File: src/rtl/vpc_pkg.sv
// Shared types, coin table and change-split function for the vending payment block.
package vpc_pkg;

    localparam int NUM_COINS = 8;

    // Accepted coin values in cents, largest first (the greedy order).
    localparam logic [10:0] COIN_VALUE [NUM_COINS] = '{
        11'd1000, 11'd500, 11'd200, 11'd100, 11'd50, 11'd20, 11'd10, 11'd5
    };

    typedef enum logic [1:0] {
        OP_START  = 2'd0,
        OP_COIN   = 2'd1,
        OP_CANCEL = 2'd2
    } t_opcode;

    typedef enum logic [2:0] {
        ST_OWED    = 3'd0,
        ST_INVALID = 3'd1,
        ST_PAID    = 3'd2,
        ST_CANCEL  = 3'd3,
        ST_IGNORED = 3'd4
    } t_status;

    // Classified transaction passed from front to back.
    typedef struct packed {
        t_status     status;
        logic [15:0] owed;
        logic [9:0]  rest;    // overpayment, zero unless paid
    } t_vpc_job;

    typedef struct packed {
        logic [9:0]                 given;
        logic [NUM_COINS-1:0][1:0]  cnt;
    } t_change;

    typedef struct packed {
        t_status     status;
        logic [15:0] owed;
        t_change     change;
    } t_vpc_result;

    function automatic logic coin_ok(logic [15:0] value);
        logic hit;
        hit = 1'b0;
        for (int i = 0; i < NUM_COINS; i++) begin
            if (value == {5'd0, COIN_VALUE[i]}) begin
                hit = 1'b1;
            end
        end
        return hit;
    endfunction

    // Greedy split; at each denomination the remainder is below 2.5x its
    // value, so at most two coins of it are taken.
    function automatic t_change split_change(logic [9:0] rest);
        t_change res;
        logic [9:0] rem;
        res = '0;
        rem = rest;
        for (int i = 0; i < NUM_COINS; i++) begin
            if ({1'b0, rem} >= (COIN_VALUE[i] << 1)) begin
                res.cnt[i] = 2'd2;
                rem = rem - 10'(COIN_VALUE[i] << 1);
            end else if ({1'b0, rem} >= COIN_VALUE[i]) begin
                res.cnt[i] = 2'd1;
                rem = rem - COIN_VALUE[i][9:0];
            end
        end
        res.given = rest - rem;
        return res;
    endfunction

endpackage

File: src/rtl/vpc_front.sv
// Front end: accepts transactions, tracks the purchase state and classifies each one.
module vpc_front import vpc_pkg::*; (
    input  logic        i_clk,
    input  logic        i_rst_n,
    input  logic        i_push,
    input  logic [1:0]  i_opcode,
    input  logic [15:0] i_amount,
    input  logic        i_q_full,
    output logic        o_wr_en,
    output t_vpc_job    o_job
);

    logic [15:0] r_owed, n_owed;
    logic        r_active, n_active;
    logic [15:0] diff;

    assign o_wr_en = i_push && !i_q_full;
    assign diff    = i_amount - r_owed;

    always_comb begin
        n_owed       = r_owed;
        n_active     = r_active;
        o_job.status = ST_IGNORED;
        o_job.owed   = r_owed;
        o_job.rest   = '0;
        unique case (t_opcode'(i_opcode))
            OP_START: begin
                n_owed       = i_amount;
                n_active     = 1'b1;
                o_job.status = ST_OWED;
                o_job.owed   = i_amount;
            end
            OP_COIN: begin
                if (!r_active) begin
                    o_job.status = ST_IGNORED;
                end else if (!coin_ok(i_amount)) begin
                    o_job.status = ST_INVALID;
                end else if (i_amount >= r_owed) begin
                    n_owed       = '0;
                    n_active     = 1'b0;
                    o_job.status = ST_PAID;
                    o_job.owed   = '0;
                    o_job.rest   = diff[9:0];
                end else begin
                    n_owed       = r_owed - i_amount;
                    o_job.status = ST_OWED;
                    o_job.owed   = r_owed - i_amount;
                end
            end
            OP_CANCEL: begin
                if (r_active) begin
                    n_owed       = '0;
                    n_active     = 1'b0;
                    o_job.status = ST_CANCEL;
                    o_job.owed   = '0;
                end
            end
            default: begin
                o_job.status = ST_IGNORED;
            end
        endcase
    end

    always_ff @(posedge i_clk) begin
        if (!i_rst_n) begin
            r_owed   <= '0;
            r_active <= 1'b0;
        end else if (o_wr_en) begin
            r_owed   <= n_owed;
            r_active <= n_active;
        end
    end

endmodule

File: src/rtl/vpc_queue.sv
// Two-entry queue between the front end and the change back end.
module vpc_queue import vpc_pkg::*; (
    input  logic     i_clk,
    input  logic     i_rst_n,
    input  logic     i_wr_en,
    input  t_vpc_job i_wr_job,
    input  logic     i_rd_en,
    output logic     o_full,
    output logic     o_valid,
    output t_vpc_job o_rd_job
);

    t_vpc_job   r_mem [2];
    logic       r_wr_ptr;
    logic       r_rd_ptr;
    logic [1:0] r_count;

    assign o_full   = (r_count == 2'd2);
    assign o_valid  = (r_count != 2'd0);
    assign o_rd_job = r_mem[r_rd_ptr];

    always_ff @(posedge i_clk) begin
        if (i_wr_en) begin
            r_mem[r_wr_ptr] <= i_wr_job;
        end
    end

    always_ff @(posedge i_clk) begin
        if (!i_rst_n) begin
            r_wr_ptr <= 1'b0;
            r_rd_ptr <= 1'b0;
            r_count  <= '0;
        end else begin
            if (i_wr_en) begin
                r_wr_ptr <= !r_wr_ptr;
            end
            if (i_rd_en) begin
                r_rd_ptr <= !r_rd_ptr;
            end
            unique case ({i_wr_en, i_rd_en})
                2'b10:   r_count <= r_count + 2'd1;
                2'b01:   r_count <= r_count - 2'd1;
                default: r_count <= r_count;
            endcase
        end
    end

endmodule

File: src/rtl/vpc_back.sv
// Back end: splits the overpayment into coins and holds the result register.
module vpc_back import vpc_pkg::*; (
    input  logic        i_clk,
    input  logic        i_rst_n,
    input  logic        i_q_valid,
    input  t_vpc_job    i_job,
    input  logic        i_pop,
    output logic        o_q_rd,
    output logic        o_empty,
    output t_vpc_result o_res
);

    logic        r_valid;
    t_vpc_result r_res;

    // Refill the result register when it is free or being taken this cycle.
    assign o_q_rd  = i_q_valid && (!r_valid || i_pop);
    assign o_empty = !r_valid;
    assign o_res   = r_res;

    always_ff @(posedge i_clk) begin
        if (!i_rst_n) begin
            r_valid <= 1'b0;
        end else if (o_q_rd) begin
            r_valid <= 1'b1;
        end else if (i_pop) begin
            r_valid <= 1'b0;
        end
    end

    always_ff @(posedge i_clk) begin
        if (o_q_rd) begin
            r_res.status <= i_job.status;
            r_res.owed   <= i_job.owed;
            r_res.change <= split_change(i_job.rest);
        end
    end

endmodule

File: src/rtl/vending_payment_and_change.sv
// Top level of the coin-payment controller with greedy change making.
// Path: a pushed transaction is written into the queue, then moved into the result register
//   once that is free or being popped; there it shows on the result ports and empty falls.
// Throughput: one transaction per cycle while pop keeps pace; full rises only when the
//   two-entry queue between the front end and the result register is occupied.
// Reset: synchronous, active low; clears the purchase state, the queue and the result valid.
module vending_payment_and_change import vpc_pkg::*; (
    input  logic        i_clk,
    input  logic        i_rst_n,
    input  logic        push,
    output logic        full,
    input  logic [1:0]  i_opcode,
    input  logic [15:0] i_amount,
    output logic        empty,
    input  logic        pop,
    output logic [2:0]  o_status,
    output logic [15:0] o_owed_cents,
    output logic [9:0]  o_change_cents,
    output logic        o_count_ten_dollar,
    output logic        o_count_five_dollar,
    output logic [1:0]  o_count_two_dollar,
    output logic        o_count_one_dollar,
    output logic        o_count_fifty_cent,
    output logic [1:0]  o_count_twenty_cent,
    output logic        o_count_ten_cent,
    output logic        o_count_five_cent
);

    logic        q_full;
    logic        q_wr;
    logic        q_valid;
    logic        q_rd;
    t_vpc_job    wr_job;
    t_vpc_job    rd_job;
    t_vpc_result res;

    assign full = q_full;

    // Front end: owns the purchase state and classifies each accepted transaction.
    vpc_front u_front (
        .i_clk    (i_clk),
        .i_rst_n  (i_rst_n),
        .i_push   (push),
        .i_opcode (i_opcode),
        .i_amount (i_amount),
        .i_q_full (q_full),
        .o_wr_en  (q_wr),
        .o_job    (wr_job)
    );

    // Decouple the classifier from the result side so each can stall alone.
    vpc_queue u_queue (
        .i_clk    (i_clk),
        .i_rst_n  (i_rst_n),
        .i_wr_en  (q_wr),
        .i_wr_job (wr_job),
        .i_rd_en  (q_rd),
        .o_full   (q_full),
        .o_valid  (q_valid),
        .o_rd_job (rd_job)
    );

    // Back end: greedy change split, then hold the result until popped.
    vpc_back u_back (
        .i_clk     (i_clk),
        .i_rst_n   (i_rst_n),
        .i_q_valid (q_valid),
        .i_job     (rd_job),
        .i_pop     (pop),
        .o_q_rd    (q_rd),
        .o_empty   (empty),
        .o_res     (res)
    );

    // Unpack the result; coin counts follow the greedy order, largest first.
    assign o_status            = res.status;
    assign o_owed_cents        = res.owed;
    assign o_change_cents      = res.change.given;
    assign o_count_ten_dollar  = res.change.cnt[0][0];
    assign o_count_five_dollar = res.change.cnt[1][0];
    assign o_count_two_dollar  = res.change.cnt[2];
    assign o_count_one_dollar  = res.change.cnt[3][0];
    assign o_count_fifty_cent  = res.change.cnt[4][0];
    assign o_count_twenty_cent = res.change.cnt[5];
    assign o_count_ten_cent    = res.change.cnt[6][0];
    assign o_count_five_cent   = res.change.cnt[7][0];

endmodule

File: config.mk
export PLATFORM = sky130hd
export DESIGN_NAME = vending_payment_and_change
export DESIGN_NICKNAME = d
export VERILOG_FILES = /design/src/rtl/vpc_pkg.sv /design/src/rtl/vpc_front.sv /design/src/rtl/vpc_queue.sv /design/src/rtl/vpc_back.sv /design/src/rtl/vending_payment_and_change.sv
export SDC_FILE = /design/constraint.sdc
export NUM_CORES = 1
export LEC_CHECK = 0
export BUFFER_PORTS_ARGS = -buffer_cell sky130_fd_sc_hd__buf_2
export CAP_MARGIN = 0
export CORE_MARGIN = 2
export CORE_UTILIZATION = 67
export CTS_CLUSTER_DIAMETER = 120
export CTS_CLUSTER_SIZE = 10
export DETAILED_ROUTE_END_ITERATION = 6
export PLACE_DENSITY = 0.88
export SETUP_SLACK_MARGIN = 0.4
export SLEW_MARGIN = 15
export SYNTH_ARGS = -nofsm -noshare
export SYNTH_HDL_FRONTEND = slang
export SYNTH_HIERARCHICAL = 1
export SYNTH_SLANG_ARGS = --single-unit
File: constraint.sdc
create_clock -name i_clk -period 26.3 [get_ports i_clk]
set_input_delay 1.315 -clock i_clk [delete_from_list [all_inputs] [get_ports i_clk]]
set_output_delay 1.315 -clock i_clk [all_outputs]
set_load 0.005 [all_outputs]
==> results.md, run 1 <==
- The tool flagged a number of max-cap violations equal to 0.
- The starting density of the core is 0.682.
- The area enclosed by the die boundary is 17100 um^2.
- The TritonCTS sink count is 120.
- Once layout is complete, the utilization of the core stands at 0.742.
- The post-synthesis net count is 1249.
- The via count of the first global-routing pass is 9243.
- For this run, the post-layout net count is 1291.
- The number of antenna violations at the first check in global routing is 0.
- The height of the die is 131 um.
- Of the cells placed in the final design, the portion with a size suffix greater than 1 is 0.185.
- The post-CTS repair timing setup buffer count is 0.
- The mean post-synth cell area is 9.29 um^2.
- Routability-driven placement finished with a final weighted congestion of 0.948.
- The worst setup path is launched from a register.
- The highest fanout seen on the critical path is 25.
- TritonCTS built the clock tree.
- The maximum number of buffers from clock root to sink is 2.
- STA puts the critical path data arrival time at 15.00 ns.
- The synthesized netlist occupies a cell area of 10800 um^2.
- During placement, the flow inserted port buffers numbering 62.
- The routed layout has 9969 vias.
- In the routed design, unresolved DRC markers number 1.
- The global-route wire length before repair is 46000 um.
- After layout, the minimum clock period comes to 14.83 ns.
- The number of top-level pins is 63.
- The final max-slew violation count is 0.
- In this design, the stage delay of the slowest critical-path cell is 0.87 ns.
- The maximum clock skew at final layout is 0.0111 ns.
- The cell chosen for the clock root is clkbuf_16.
- After detailed routing, the average wire length per cell comes to 20.3 um.
- The slowest stage of the critical path is the a2111oi_0 cell.
- The final clock period utilization by the worst path is 0.564.
- At the pin with the least slew margin, the transition time is 1.12 ns.
- The total count of hold-check failures in the final report was 0.
- In this design, the critical path's most frequently occurring cell is ha_1.
- STA classifies the critical path endpoint as a register.
- The maximum number of pins on one net before global-route repair is 42.
- After clock tree synthesis, the flow added hold-fix buffers numbering 0.
- In this run the remaining antenna-violating nets after routing total 0.
- The length of the first detailed-routing pass in iterations is 7.
- Setup repair after global routing left no endpoint under its margin.
- The number of gates given a new drive strength after cts is 0.
- Once detailed placement completed, the half-perimeter wirelength came to 20600 um.
- The minimum setup slack among reg-to-reg paths is 11.47 ns.
- The total length of routed wires is 29100 um.
- The total of endpoints with negative setup slack in the final report is 0.
- Measured against its own limit, the worst slew margin works out to 0.250.
- The worst setup path is of the reg2reg kind.
- The path type of the worst min-delay path is reg2reg.
- For this run, the total global-route usage over all layers was measured as 0.341.
- The number of levels in the clock H-tree is 4.
- The total clock buffers created by CTS is 17.
- In this run the standard cell core region covers 15800 um^2.
- The number of placement rows is 46.
- The clock latency at the later pin of the worst-skew pair is 0.43 ns.
- After technology mapping, the gate count stands at 1158.
- The checks that failed: DRC.
- The die is 131 um wide.
- For this run, the top clock speed supported by timing is 67.4 MHz.
- For the final routed database, the setup TNS stands at 0 ns.
- The layout overhead on the synthesized area is 8.75%.
- The run finished, with violations left.
- The required time reported for the critical path endpoint is 26.47 ns.
- Summed over all layers, the global routing overflow is 0.
- The Yosys warning count is 6.
- The clock edge transition at the registers on the reported setup and hold paths is 0.06 ns.
- The first routing iteration left 1367 violations.
- The detailed-route vias per instance is 6.97.
-- layer usage --
layer	track usage	routed length, um	share of wire
met5	0	0	0
met4	0.115	656	0.023
met3	0.0725	2950	0.10
met2	0.532	13200	0.45
met1	0.476	12300	0.42
-- worst max-delay path: cells and delay by family, from the launching register on --
family / cells / cell delay (ns)
AO/OA/AOI/OAI: 18 / 4.41
XOR/XNOR: 5 / 1.38
adder cells (fa/ha/maj): 7 / 1.56
buffers and inverters: 6 / 0.96
flip-flops: 1 / 0.43
multiplexers: 3 / 1.18
AND/OR/NAND/NOR: 19 / 4.63
-- cell usage in the layout (no fill, tap or decap), types with 11 or more instances in the layout --
cell        n
nand3_1    31
a31oi_1    17
o21ai_1    11
mux2_2     32
dfxtp_1    23
nor3_1     20
inv_1      63
o211ai_1   16
edfxtp_1   97
nand4_1    14
nand2b_1   15
nand2_1    61
buf_2      62
clkbuf_16  17
and3_1     14
xnor2_1    25
o31ai_1    14
a21o_1     25
a211oi_1   13
o21a_1     12
nor4_1     12
and2_1     20
xor2_1     14
nor2_1     88
ha_1       66
a21oi_1    84
o21ai_0    68
-- state kept, by name (all words and copies together), names as in the netlist, named ones only --
| name | cells |
|---|---|
| u_queue/r_rd_ptr | 1 |
| u_back/r_valid | 1 |
| u_queue/r_wr_ptr | 1 |
| u_queue/r_count | 2 |
| u_back/o_res | 39 |
| u_front/r_active | 1 |
| u_queue/r_mem | 58 |
| u_front/r_owed | 16 |
-- stage by stage --
step                      instances  worst slack, ns  cell area (um^2)  hold slack, ns
final                          1430            11.47             11700           0.532
after global routing           1429            10.46             11700           0.554
after CTS                      1429            11.77             11700           0.542
after detailed placement       1397            11.90             11100           0.532
after global placement         1397            12.56             11100           0.478
after floorplan                1158            13.88             10800           0.461
-- layout make-up --
cell class / instances / area [um^2]
Antenna cell: 1 / 2.50
Tap cell: 216 / 270
Timing Repair Buffer: 67 / 348
Fill cell: 1172 / 4070
Clock buffer: 18 / 429
Multi-Input combinational cell: 920 / 6860
Inverter: 74 / 280
Sequential cell: 120 / 3370
Clock inverter: 14 / 138
-- final timing paths --
kind	from	to	depth (start not counted)
max	register	u_back/o_res[25]	58
min	u_queue/r_count[1]	u_queue/r_count[1]	2
max reg2reg	register	u_back/o_res[25]	58
min reg2reg	u_queue/r_count[1]	u_queue/r_count[1]	2
Power of run 1 is left out: the tool's default activity adds up to more than one toggle a clock period on the data nets, which glitch-free logic cannot reach.
==> inputs of run 2 (changes only) <==
Settings changed: CORE_UTILIZATION 67 to 57, PLACE_DENSITY 0.88 to 0.8.
Clock period 26.3 ns to 12.6 ns, I/O delays scaled along.
==> run 2 against run 1 <==
Net effect:
- the run now ends clean
- die area grew 17%
- critical path depth decreased by 2
- count of clock-buffer cells in the layout is 1 higher
- sequential share of layout area down 2.8 points
==> results.md, run 2 (synthesis results as in run 1) <==
- The flow ran to the end, and the final reports show no timing, DRC or antenna violations.
- The number of top-level pins came to 63 (unchanged).
- The die outline width is 141 um (+8.2%).
- The critical path in this run is classified as reg2reg.
- The slew at the pin closest to its max-slew limit is 1.24 ns (+0.126 ns).
- The sum of overflow across all layers after global routing is 0 (unchanged).
- The count of max-cap constraint violations is 0 (unchanged).
- The routing usage on met2 is 0.488 (-0.0439).
- The residual DRC count is 0 (-1).
- The global router's overall resource usage came to 0.290 (-0.0508).
- The clock edge transition at the registers on the reported setup and hold paths is 0.06 ns (about the same).
- The height of the die is 141 um (+8.2%).
- The global routing met3 resource utilization is 0.0459 (-0.0266).
- The total of buffers placed on input and output ports is 62 (unchanged).
- The total clock buffers created by CTS is 17 (unchanged).
- The total length of routed wires is 30700 um (+5.5%).
- The CTS tree is yes.
- The routing usage on met1 was 0.375 (-0.101).
- The delay contributed by the slowest stage of the critical path came to 0.48 ns (-0.39 ns).
- The number of placement rows is 50 (+8.7%).
- The detailed-route vias per instance is 6.69 (-4.0%).
- The number of levels in the clock H-tree is 4 (unchanged).
- The number of antenna violations at the first check in global routing was 0 (unchanged).
- Setup repair after global routing left no endpoint under its margin.
- The maximum clock skew at final layout is 0.0146 ns (+0.00349 ns).
- The count of antenna diodes in the layout was 0 (-1).
- The area enclosed by the die boundary came to 20000 um^2 (+17%).
- The total via count after detailed routing was 10.3k (+3.2%).
- The slowest stage of the critical path belongs to the cell or3_4.
- The fmax is 84.0 MHz (+25%).
- The sum of net half-perimeters after detailed placement is 21200 um (+3.0%).
- The required time reported for the critical path endpoint is 12.77 ns (-13.70 ns).
- The count of fill cells added during filler insertion came to 1368 (+17%).
- The total of endpoints with negative setup slack in the final report is 0 (unchanged).
- The layout overhead on the synthesized area is 20.6%.
- The clock latency at the later pin of the worst-skew pair is 0.42 ns (about the same).
- The placeable core area is 18600 um^2 (+18%).
- The final estimated routing congestion in global placement is 0.933 (-1.6%).
- The final clock period utilization by the worst path is 0.945 (+0.381).
- The via count of the first global-routing pass is 9599 (+3.9%).
- By instance count, the cell type seen most on the critical path is a21o_1.
- The global-route wire length before repair was 47100 um (+2.5%).
- The starting density of the core is 0.577 (-0.105).
- STA classifies the critical path startpoint as a register.
- The library cell used most frequently in the layout, excluding fill and tap cells, is edfxtp_1.
- The kind of end point of the critical path is a register.
- The maximum number of buffers from clock root to sink is 2 (unchanged).
- The tree is rooted in a clkbuf_16.
- The setup total negative slack is 0 ns (unchanged).
- The number of hold-repair buffers added at the cts stage is 0 (unchanged).
- The path type of the worst min-delay path is reg2reg.
- The storage element area came to 3380 um^2 (+0.11%).
- The highest fanout seen on the critical path was 12 (-52%).
- The TritonCTS sink count came to 120 (unchanged).
- The ratio of cells with drive above 1 in the final layout is 0.297 (+0.112).
- u_queue/r_mem holds more flip-flops than any other register.
- The library cells used most frequently in the layout, excluding fill and tap cells, are edfxtp_1, buf_4, nor2_1, a21oi_1, o21ai_0.
- The time the worst path needs with I/O delays and setup is 11.91 ns (-2.93 ns).
- The final net count is 1382 (+7.0%).
- The total count of hold-check failures in the final report is 0 (unchanged).
- The worst endpoint data arrival time is 12.07 ns (-2.93 ns).
- The maximum number of pins on one net before global-route repair is 42 (unchanged).
- The count of routing violations after the opening detailed-route iteration is 1025 (-25%).
- The wire length per cell after detailed routing came to 19.9 um (-1.9%).
- met2 is the most crowded layer.
- The normalized max-slew margin is 0.161 (-0.0884).
- The flip-flop count of the largest register after layout is 58 (unchanged).
- The count of antenna-violating nets left after detailed routing is 0 (unchanged).
- The area of the multi-input gates is 7380 um^2 (+7.5%).
- The length of the first detailed-routing pass in iterations is 6 (-1).
- The final max-slew violation count was 0 (unchanged).
## run 2: worst paths after layout
check	start	to	slack (ns)	depth (start not counted)
worst max-delay path	register	u_back/o_res[25]	0.69	56
worst min-delay path	u_queue/r_count[1]	u_queue/r_count[1]	0.50	2
worst max register to register	register	u_back/o_res[25]	0.69	56
worst min register to register	u_queue/r_count[1]	u_queue/r_count[1]	0.50	2
## run 2: what timing repair did
action                                  in CTS  in global routing
pin swaps                                    8                 45
endpoints found under the setup margin       3                  4
gates resized for setup                     13                 97
buffers inserted                            10                 33
## run 2: per-stage QoR
step / utilization / std cells / setup WS (ns) / area (um^2) / hold slack (ns)
6_report: 0.696 / 1538 / 0.693 / 13000 / 0.505
5_1_grt: 0.696 / 1538 / 0.141 / 13000 / 0.534
4_1_cts: 0.658 / 1505 / 0.454 / 12300 / 0.504
3_5_place_dp: 0.619 / 1463 / -0.201 / 11500 / 0.498
3_3_place_gp: 0.619 / 1463 / 0.180 / 11500 / 0.479
2_1_floorplan: - / 1158 / 0.413 / 10800 / 0.461
## run 2: critical path: cells and delay by family, from the launching register on
kind	cells	cell delay, ns
compound gates	22	4.78
simple gates	16	3.17
fa+ha+maj	5	1.16
buf+inv	8	0.98
xor+xnor	4	0.66
mux	1	0.47
flops	1	0.37
## run 2: final cells by class
type	count	share of cell area
multi-input cells	920	0.569
flip-flops and latches	120	0.260
inverters	74	0.0218
clock inverters	13	0.0131
repair buffers	158	0.0803
clock buffers	19	0.0334
well taps	234	0.0226
## run 2: metal layers
layer / vias up / wire, um
met3: 90 / 2190
li1: 4740 / -
met1: 4921 / 12600
met5: - / 0
met4: 0 / 881
met2: 538 / 15000
Power of run 2 is left out for the same reason.
==> inputs of run 3 (changes only) <==
Settings changed: CAP_MARGIN 0 to 20, RECOVER_POWER set to 25.
==> run 3 against run 2 <==
Net effect:
- the flow now finishes with violations (capacitance limit, slew limit)
- clock skew decreased by 0.0032 ns
- fmax fell by 0.86%
- final cell count about the same
- flip-flop and latch count is the same
- register-to-register slack got worse by 0.10 ns
- global-route usage unchanged
==> results.md, run 3 (synthesis results as in run 1) <==
- The run finished, with violations left.
- The checks that failed: capacitance limit, slew limit.
- The register with the most flip-flops is u_queue/r_mem.
- The total of buffers placed on input and output ports is 62 (unchanged).
- The type of origin of the critical path is a register.
- Compared with the post-synthesis result, the final layout area differs by 20.4%.
- The placeable core area was 18600 um^2 (unchanged).
- The library cell used most frequently in the layout, excluding fill and tap cells, is edfxtp_1.
- The cell class contributing the biggest share of worst-path delay is compound AO/OA/AOI/OAI gates.
- The wire length per cell after detailed routing was 19.9 um (-0.27%).
- The number of placement rows is 50 (unchanged).
- The worst setup path is of the reg2reg kind.
- The area enclosed by the die boundary is 20000 um^2 (unchanged).
- The maximum clock skew at final layout is 0.0115 ns (-0.00317 ns).
- The CTS tree is yes.
- The total count of hold-check failures in the final report is 0 (unchanged).
- The total via count after detailed routing came to 10.3k (-0.19%).
- The number of top-level pins was 63 (unchanged).
- The final estimated routing congestion in global placement is 0.933 (unchanged).
- The die outline width is 141 um (unchanged).
- The cell at the slowest stage of the critical path is or3_4.
- The total of endpoints with negative setup slack in the final report is 0 (unchanged).
- The setup slack after layout is 0.589 ns (-0.103 ns).
- The maximum number of buffers from clock root to sink was 2 (unchanged).
- The global-route wire length before repair is 47100 um (unchanged).
- The maximum number of pins on one net before global-route repair is 42 (unchanged).
- The number of antenna violations at the first check in global routing came to 0 (unchanged).
- The count of antenna-violating nets left after detailed routing was 0 (unchanged).
- The slew at the pin closest to its max-slew limit came to 2.43 ns (+1.19 ns).
- The worst endpoint data arrival time was 12.17 ns (+0.10 ns).
- The final net count came to 1383 (+0.072%).
- The clock edge transition at the registers on the reported setup and hold paths was 0.06 ns (about the same).
- The sum of overflow across all layers after global routing is 0 (unchanged).
- Setup repair after global routing left no endpoint under its margin.
- The total length of routed wires is 30600 um (-0.21%).
- The delay contributed by the slowest stage of the critical path is 0.48 ns (about the same).
- The number of hold-repair buffers added at the cts stage is 0 (unchanged).
- The height of the die is 141 um (unchanged).
- The number of levels in the clock H-tree is 4 (unchanged).
- The count of antenna diodes in the layout is 0 (unchanged).
- The residual DRC count came to 0 (unchanged).
- The required time reported for the critical path endpoint is 12.76 ns (about the same).
- The setup slack after placement is -0.201 ns (unchanged).
- The normalized max-slew margin came to -0.621 (-0.782).
- The detailed-route vias per instance is 6.67 (-0.26%).
- The final max-slew violation count is 42 (+42).
- STA classifies the critical path endpoint as a register.
- The clock latency at the later pin of the worst-skew pair came to 0.43 ns (about the same).
- The flip-flop count of the largest register after layout is 58 (unchanged).
- The final clock period utilization by the worst path is 0.953 (+0.00821).
- The sum of net half-perimeters after detailed placement is 21200 um (unchanged).
- The count of routing violations after the opening detailed-route iteration was 1028 (+0.29%).
- The cell chosen for the clock root is clkbuf_16.
- The total clock buffers created by CTS is 17 (unchanged).
- The highest fanout seen on the critical path is 6 (-6).
- The fmax came to 83.3 MHz (-0.86%).
- The ratio of cells with drive above 1 in the final layout is 0.287 (-0.0102).
- The number of buffers and inverters on the critical path is 8 (unchanged).
- In this design, the critical path's most frequently occurring cell is a21o_1.
- The via count of the first global-routing pass is 9599 (unchanged).
- The path type of the worst min-delay path is reg2reg.
- The time the worst path needs with I/O delays and setup is 12.01 ns (+0.103 ns).
- The length of the first detailed-routing pass in iterations is 5 (-1).
- The minimum setup slack among reg-to-reg paths is 0.59 ns (-0.10 ns).
- The starting density of the core is 0.577 (unchanged).
- The count of max-cap constraint violations was 1 (+1).
- The global router's overall resource usage is 0.290 (unchanged).
- The TritonCTS sink count came to 120 (unchanged).
- Leaving out fill and tap cells, the most frequent cells in the layout are edfxtp_1, buf_4, nor2_1, a21oi_1, o21ai_0.
## run 3: final timing paths
kind / startpoint / endpoint / cells past startpoint
hold reg to reg: u_queue/r_count[1] / u_queue/r_count[1] / 2
hold / removal: u_queue/r_count[1] / u_queue/r_count[1] / 2
setup / recovery: register / u_back/o_res[25] / 58
setup reg to reg: register / u_back/o_res[25] / 58
## run 3: routing by layer
metal	up-vias	wire length (um)	GRT usage
li1	4736	-	-
met1	4889	12500	0.375
met2	544	15100	0.488
met3	100	2150	0.0459
met4	0	912	0.118
met5	-	0	0
## run 3: final cells by class
type                       count  area [um^2]
clock buffer                  19          433
multi-input combinational    920         7370
timing repair buffer         159         1030
fill                        1374         5690
clock inverter                13          170
sequential                   120         3370
inverter                      74          283
tap                          234          293
## run 3: stage by stage
stage / hold slack (ns) / instance area, um^2 / cells / utilization / setup TNS [ns]
2_1_floorplan: 0.461 / 10800 / 1158 / - / 0
3_3_place_gp: 0.479 / 11500 / 1463 / 0.619 / 0
3_5_place_dp: 0.498 / 11500 / 1463 / 0.619 / -0.201
4_1_cts: 0.504 / 12300 / 1505 / 0.658 / 0
5_1_grt: 0.534 / 13000 / 1539 / 0.695 / 0
6_report: 0.505 / 13000 / 1539 / 0.695 / 0
## run 3: what timing repair did
action | in CTS | in global routing
endpoints found under the hold margin | 0 | 0
buffers inserted | 10 | 33
setup endpoints to repair | 3 | 4
cloned | 0 | 0
pin swaps | 8 | 45
resized for setup | 13 | 97
## run 3: worst min-delay path: stages (launching register included)
cell      delay (ns)
dfxtp_1         0.33
o21ai_0         0.07
a21boi_1        0.06
Power of run 3 is left out for the same reason.
